## config.mk

```make
export PLATFORM = sky130hd
export DESIGN_NAME = pfa_ctrl
export DESIGN_NICKNAME = d
export VERILOG_FILES = /design/src/hw/rtl/pfa_pkg.sv /design/src/hw/rtl/pfa_ctrl.sv
export SDC_FILE = /design/constraint.sdc
export NUM_CORES = 1
export LEC_CHECK = 0
export BUFFER_PORTS_ARGS = -buffer_cell sky130_fd_sc_hd__clkbuf_2
export CAP_MARGIN = 20
export CORE_AREA = 2 2 39 41
export DETAILED_ROUTE_END_ITERATION = 10
export DIE_AREA = 0 0 41 43
export PLACE_DENSITY = 0.6
export SYNTH_ARGS = -nofsm -noshare
export SYNTH_HDL_FRONTEND = slang
export SYNTH_SLANG_ARGS = --single-unit
```

## constraint.sdc

```tcl
create_clock -name clk -period 2.3 [get_ports clk]
set_clock_uncertainty 0.15 [all_clocks]
set_input_delay 0 -clock clk [delete_from_list [all_inputs] [get_ports clk]]
set_output_delay 0 -clock clk [all_outputs]
set_load 0.02 [all_outputs]
```

## src/hw/rtl/pfa_pkg.sv

```systemverilog
// Package for the page frame allocator: field widths, tdata layout,
// status and opcode codes, and the command and status structs between
// the controller and the datapath. No dependencies.
package pfa_pkg;

  // Table and stack sizes
  localparam int REGION_SLOTS = 8;
  localparam int STACK_DEPTH  = 1024;

  // Field widths
  localparam int FRAME_W  = 52;
  localparam int SLOT_W   = 3;
  localparam int OPCODE_W = 2;
  localparam int STATUS_W = 2;

  // Derived widths
  localparam int IDX_W  = (REGION_SLOTS > 1) ? $clog2(REGION_SLOTS) : 1;
  localparam int ADDR_W = $clog2(STACK_DEPTH);
  localparam int CNT_W  = $clog2(STACK_DEPTH + 1);

  // Input tdata layout, lowest field first
  localparam int SLOT_LSB   = 0;
  localparam int BASE_LSB   = SLOT_LSB + SLOT_W;
  localparam int PAGES_LSB  = BASE_LSB + FRAME_W;
  localparam int USABLE_LSB = PAGES_LSB + FRAME_W;
  localparam int FREED_LSB  = USABLE_LSB + 1;
  localparam int IN_FIELDS_W = FREED_LSB + FRAME_W;
  localparam int IN_DATA_W   = ((IN_FIELDS_W + 7) / 8) * 8;

  // Output tdata holds the frame number, padded to bytes
  localparam int OUT_DATA_W = ((FRAME_W + 7) / 8) * 8;

  // Request opcodes
  localparam logic [OPCODE_W-1:0] OP_LOAD  = 2'd0;
  localparam logic [OPCODE_W-1:0] OP_ALLOC = 2'd1;
  localparam logic [OPCODE_W-1:0] OP_FREE  = 2'd2;

  // Result status codes
  typedef enum logic [STATUS_W-1:0] {
    ST_OK     = 2'd0,
    ST_OOM    = 2'd1,
    ST_FULL   = 2'd2,
    ST_LOADED = 2'd3
  } status_t;

  // Source of the result frame number
  typedef enum logic [1:0] {
    RES_ZERO,
    RES_STACK,
    RES_WALK
  } res_sel_t;

  // Controller to datapath
  typedef struct packed {
    logic     load_region;
    logic     push;
    logic     pop;
    logic     walk_clear;
    logic     walk_next;
    logic     res_load;
    res_sel_t res_sel;
    status_t  res_status;
    logic     out_load;
  } pfa_cmd_t;

  // Datapath to controller
  typedef struct packed {
    logic stack_empty;
    logic stack_full;
    logic walk_hit;
    logic walk_last;
  } pfa_stat_t;

endpackage

```

## src/hw/rtl/pfa_ctrl.sv

```systemverilog
// Controller of the page frame allocator: request decode, region walk
// sequencing and the output valid flag.
// Depends on pfa_pkg.
module pfa_ctrl (
  input  logic                         clk,
  input  logic                         rst,
  input  logic                         s_tvalid,
  output logic                         s_tready,
  input  logic [pfa_pkg::OPCODE_W-1:0] s_tuser,
  output logic                         m_tvalid,
  input  logic                         m_tready,
  input  pfa_pkg::pfa_stat_t           stat,
  output pfa_pkg::pfa_cmd_t            cmd
);
  import pfa_pkg::*;

  typedef enum logic [1:0] {
    S_IDLE,
    S_POP,
    S_WALK,
    S_RESP
  } state_t;

  state_t state;
  state_t state_next;
  logic   out_free;

  assign s_tready = (state == S_IDLE);
  assign out_free = !m_tvalid || m_tready;

  // Decode requests and step the sequence
  always_comb begin
    cmd        = '0;
    state_next = state;
    unique case (state)
      S_IDLE: begin
        if (s_tvalid) begin
          unique case (s_tuser)
            OP_LOAD: begin
              cmd.load_region = 1'b1;
              cmd.res_load    = 1'b1;
              cmd.res_sel     = RES_ZERO;
              cmd.res_status  = ST_LOADED;
              state_next      = S_RESP;
            end
            OP_ALLOC: begin
              if (!stat.stack_empty) begin
                cmd.pop    = 1'b1;
                state_next = S_POP;
              end else begin
                cmd.walk_clear = 1'b1;
                state_next     = S_WALK;
              end
            end
            OP_FREE: begin
              cmd.push       = !stat.stack_full;
              cmd.res_load   = 1'b1;
              cmd.res_sel    = RES_ZERO;
              cmd.res_status = stat.stack_full ? ST_FULL : ST_OK;
              state_next     = S_RESP;
            end
            default: begin
              cmd.res_load   = 1'b1;
              cmd.res_sel    = RES_ZERO;
              cmd.res_status = ST_OK;
              state_next     = S_RESP;
            end
          endcase
        end
      end
      S_POP: begin
        cmd.res_load   = 1'b1;
        cmd.res_sel    = RES_STACK;
        cmd.res_status = ST_OK;
        state_next     = S_RESP;
      end
      S_WALK: begin
        if (stat.walk_hit) begin
          cmd.res_load   = 1'b1;
          cmd.res_sel    = RES_WALK;
          cmd.res_status = ST_OK;
          state_next     = S_RESP;
        end else if (stat.walk_last) begin
          cmd.res_load   = 1'b1;
          cmd.res_sel    = RES_ZERO;
          cmd.res_status = ST_OOM;
          state_next     = S_RESP;
        end else begin
          cmd.walk_next = 1'b1;
        end
      end
      S_RESP: begin
        if (out_free) begin
          cmd.out_load = 1'b1;
          state_next   = S_IDLE;
        end
      end
      default: begin
        state_next = S_IDLE;
      end
    endcase
  end

  // Hold state and the output valid flag
  always_ff @(posedge clk) begin
    if (rst) begin
      state    <= S_IDLE;
      m_tvalid <= 1'b0;
    end else begin
      state    <= state_next;
      m_tvalid <= cmd.out_load || (m_tvalid && !m_tready);
    end
  end

endmodule

```

# ---- Word-level counts from Yosys, hierarchy flattened
# Index checks and enable logic that the tools add are counted.
dict set report word_totals {
  register_bits 3
  input_bits 10
  out_inout_bits 13
  elab_cells 44
}
dict set report classes {
  n_eq_ne 8
  n_mux 25
  reduce_logical 9
}
# op n
set op_table {}
lappend op_table {{5-bit one-hot mux with 3 select lines} 2}
lappend op_table {{2-bit 2-to-1 mux} 8}
lappend op_table {{5-bit 2-to-1 mux} 3}
lappend op_table {{1-bit 2-to-1 mux} 9}
lappend op_table {{4-bit 2-to-1 mux} 2}
lappend op_table {{2-bit one-hot mux with 4 select lines} 1}
lappend op_table {{2-bit equality test (second input constant)} 3}
lappend op_table {{2-bit by 1-bit equality test with 1-bit output (second input constant)} 2}
lappend op_table {{2-bit zero test} 2}
lappend op_table {{2-bit != test (second input constant)} 2}
lappend op_table {{1-bit zero test} 3}
lappend op_table {{3-bit != test (second input constant)} 1}
lappend op_table {{3-bit AND reduction} 1}
lappend op_table {{1-bit logical OR} 2}
lappend op_table {{1-bit logical AND} 1}

# ---- Logic depth before layout (Yosys ltp)
dict set report depth {
  depth_word 5
  mapped_depth 5
  mapped_depth_nobuf 5
}

# ---- Worst setup path before layout
# No wires, ideal clock.
dict set report synth_timing {
  path_type {register -> register}
  from {register state[0]}
  to {register state[0]}
  setup_ns 0.121
  t_arrival_ns 1.753
  required_ns 2.029
  path_slack_ns 0.276
  path_stages_with_launch 6
  n_path_buf 0
  period_less_slack_ns 2.024
  path_cell_list {dfxtp_1 inv_1 ha_1 nor3b_1 a311o_2 mux2_2}
}
dict set report synth_via {
  elab_chain_cells 3
  elab_cells_between_ends 9
  cone_classes {eq/ne (6); mux (1); reduce/logical (2)}
}
# item line
set synth_lines {}
lappend synth_lines {{start: declaration} pfa_ctrl.sv:24} ;# state_t state;
lappend synth_lines {{start signal: assignment} pfa_ctrl.sv:110} ;# state <= state_next;
lappend synth_lines {{2-bit equality test or 2-bit zero test (tied branches)} pfa_ctrl.sv:35} ;# unique case (state)
lappend synth_lines {{3-bit != test (no line) or 2-bit != test (tied branches)} n/a}
lappend synth_lines {{3-bit AND reduction (no line)} n/a}
# Parallel ways exist; a longest one is shown, timed or not.
# A chain may end at the register's enable or synchronous reset.

==> reports/qor.yml <==
timing:
  drv_slew: 0
  clock.fmax_mhz: 543.9
  timing.final.crit_share_pct: 79.93
  maxSlewHeadroom_pct: 78.39
  worstMarginPinSlew_ns: 0.3235
  rsz0062_at_grt: "false"
  final.min_clock_period_ns: 1.838
  finalSetupViolations: 0
  finalHoldViolCount: 0
  holdWs_ns: 0.09177
  fin_ws_ns: 0.4615
  fin_setup_tns_ns: 0
setup_path:
  arrival_ns: 1.69
  rr_endpoint: "state[0]"
  crit_start: "state[1]"
  critPathCaptureType: "output port"
  r2r-start: "state[0]"
  path_max_fanout: 6
  reg2reg_slack_ns: 0.52
  required_ns: 2.15
  r2r_cells: 5
  crit_path_start_kind: "flip-flop"
  critical_path_class: "reg2out"
layout:
  area_delta_synth_final_pct: 52.42
  n_fill_cell: 148
  nNetsFinal: 86
  layout-drive-gt1-share_pct: 43.48
  final_core_util_pct: 37.07
  diodes: 0
cts:
  cts_tree: "built"
  ctsResizeCount: 0
  clk_pin_slew_ns: 0.04
  htreeDepth: 1
  clk_latency_ns: 0.23
  clockRootBuffer: "clkbuf_4"
  cts.path.max_buffers: 2
  numCtsBuffers: 3
  cts_sinks: 3
placement:
  dp_hpwl_um: 684.4
  post-place-ws_ns: 0.5113
  io_buffers: 22
  gp_congestion: 0.6664
floorplanning:
  initial_core_util_pct: 24.32
  dieArea_um2: 1763
  fp-row-count: 14
  die_w_um: 41
  fp.dieH_um: 43
  coreArea_um2: 1384
  io_pins: 23
global_routing:
  antenna_found_initial: 0
  grt_use_total_pct: 10.92
  use_met3_pct: 4.712
  grt.met2_usage_pct: 18.13
  grt_use_met1_pct: 10.54
  grt_max_degree: 7
  top_usage_layer: "met2"
  grt_first_pass_wirelength_mm: 1.255
  grt_overflow: 0
  grt_pass1_vias: 323
min_path:
  holdCritStartpoint: "stat[3]"
  holdCritPathClass: "in2reg"
  min_path_cells: 3
  min_to: "state[0]"
routing:
  final_antenna_net_count: 0
  vias_per_cell: 4.353
  wl_per_cell_um: 9.765
  drt_pass1_iterations: 3
  routed_wl_um: 830
  drcViolationCount: 0
  vias: 370
  drt_iter0_drc: 4
status:
  outcome: "finished, final reports clean"
synth:
  ys_types: 19
  syn-cell-area_um2: 336.6
  synthCells: 41
  synth_fp_nets: 57
  syn_area_per_cell_um2: 8.209
  ys_ff_latch: 3
  synth_warnings: 0
  synth-seq-area-share_pct: 17.84
flow_run:
  maxCapViolCount: 0
pwr:
  power.density_nw_per_um2: 1139
  leakagePower_nw: 0.2727
  irDropWorstVdd_mv: 0.4107
  finalPower_mw: 0.5841
==> worst max-delay path, cell delays in order, from the launching register on <==
cell	delay [ns]
dfxtp_1	0.32
inv_1	0.14
ha_1	0.20
nand2_1	0.14
or3_1	0.35
a21oi_1	0.13
clkbuf_2	0.18
==> Yosys cell counts <==
master | instances | area [um2]
nor2_1 | 3 | 11.26
o21ba_2 | 1 | 10.01
ha_1 | 6 | 75.07
o21bai_1 | 1 | 7.510
a31oi_1 | 2 | 12.51
and2_2 | 1 | 7.510
nor4_1 | 1 | 6.260
inv_1 | 5 | 18.77
nand3b_1 | 1 | 7.510
nor2b_1 | 3 | 18.77
a311o_2 | 1 | 11.26
nand2_1 | 1 | 3.750
mux2_2 | 2 | 22.52
nor3b_1 | 4 | 30.03
dfxtp_1 | 3 | 60.06
or3_1 | 1 | 6.260
a21boi_0 | 1 | 7.510
o21ai_0 | 2 | 10.01
a21oi_1 | 2 | 10.01
==> worst max path at each step <==
| stage | end | slack [ns] | cells after the start |
|---|---|---|---|
| floorplan | state[0] | 0.28 | 5 |
| global placement | state[0] | 0.56 | 5 |
| detailed placement | state[0] | 0.51 | 5 |
| CTS | cmd[1] | 0.43 | 6 |
| global route | cmd[1] | 0.26 | 6 |
| finish | cmd[1] | 0.46 | 6 |
==> layer usage <==
metal  part of all wire [%]  vias up
li1                       -      201
met1                     46      156
met2                     47       13
met3                    7.2        0
met4                      0        0
met5                      0        -
==> power by group <==
part	leakage, nW	switching, mW	internal [mW]
clock network	0.0150	0.0273	0.0650
registers	0.0248	0.0192	0.0748
logic	0.233	0.232	0.166
==> cells by family after synthesis <==
| family | share of synthesized area, % |
|---|---|
| simple gates | 27.14 |
| mux | 6.691 |
| fa+ha+maj | 22.30 |
| flops | 17.84 |
| buf+inv | 5.577 |
| compound gates | 20.45 |
==> metrics by stage <==
stage | instances | area, um2
after floorplan | 41 | 336.6
final | 85 | 513.0
after CTS | 85 | 513.0
after detailed placement | 79 | 466.7
after global placement | 79 | 466.7
after global routing | 85 | 513.0
==> state kept, by name, indices dropped and copies added (netlist names) <==
name	flops
state	2
m_tvalid	1
==> final cells by class <==
cell class	instances	area, um2	share of cell area, %
Timing Repair Buffer	24	130.1	25.37
Clock buffer	4	26.28	5.122
Multi-Input combinational cell	33	257.7	50.24
Tap cell	16	20.02	3.902
Sequential cell	3	60.06	11.71
Inverter	5	18.77	3.659
==> cell usage in the layout (no fill, tap or decap), types with 2 or more instances in the layout <==
cell	n
clkbuf_2	22
ha_1	6
inv_1	5
nor3b_1	4
nor2b_1	3
nor2_1	3
clkbuf_4	3
dfxtp_1	3
o21ai_0	2
a21oi_1	2
a31oi_1	2
mux2_2	2
dlygate4sd3_1	2
==> what timing repair did <==
item,CTS,global route
endpoints found under the hold margin,2,0
hold buffers,2,0
setup buffers,0,0
No activity file was read; power rests on OpenSTA's default activity.
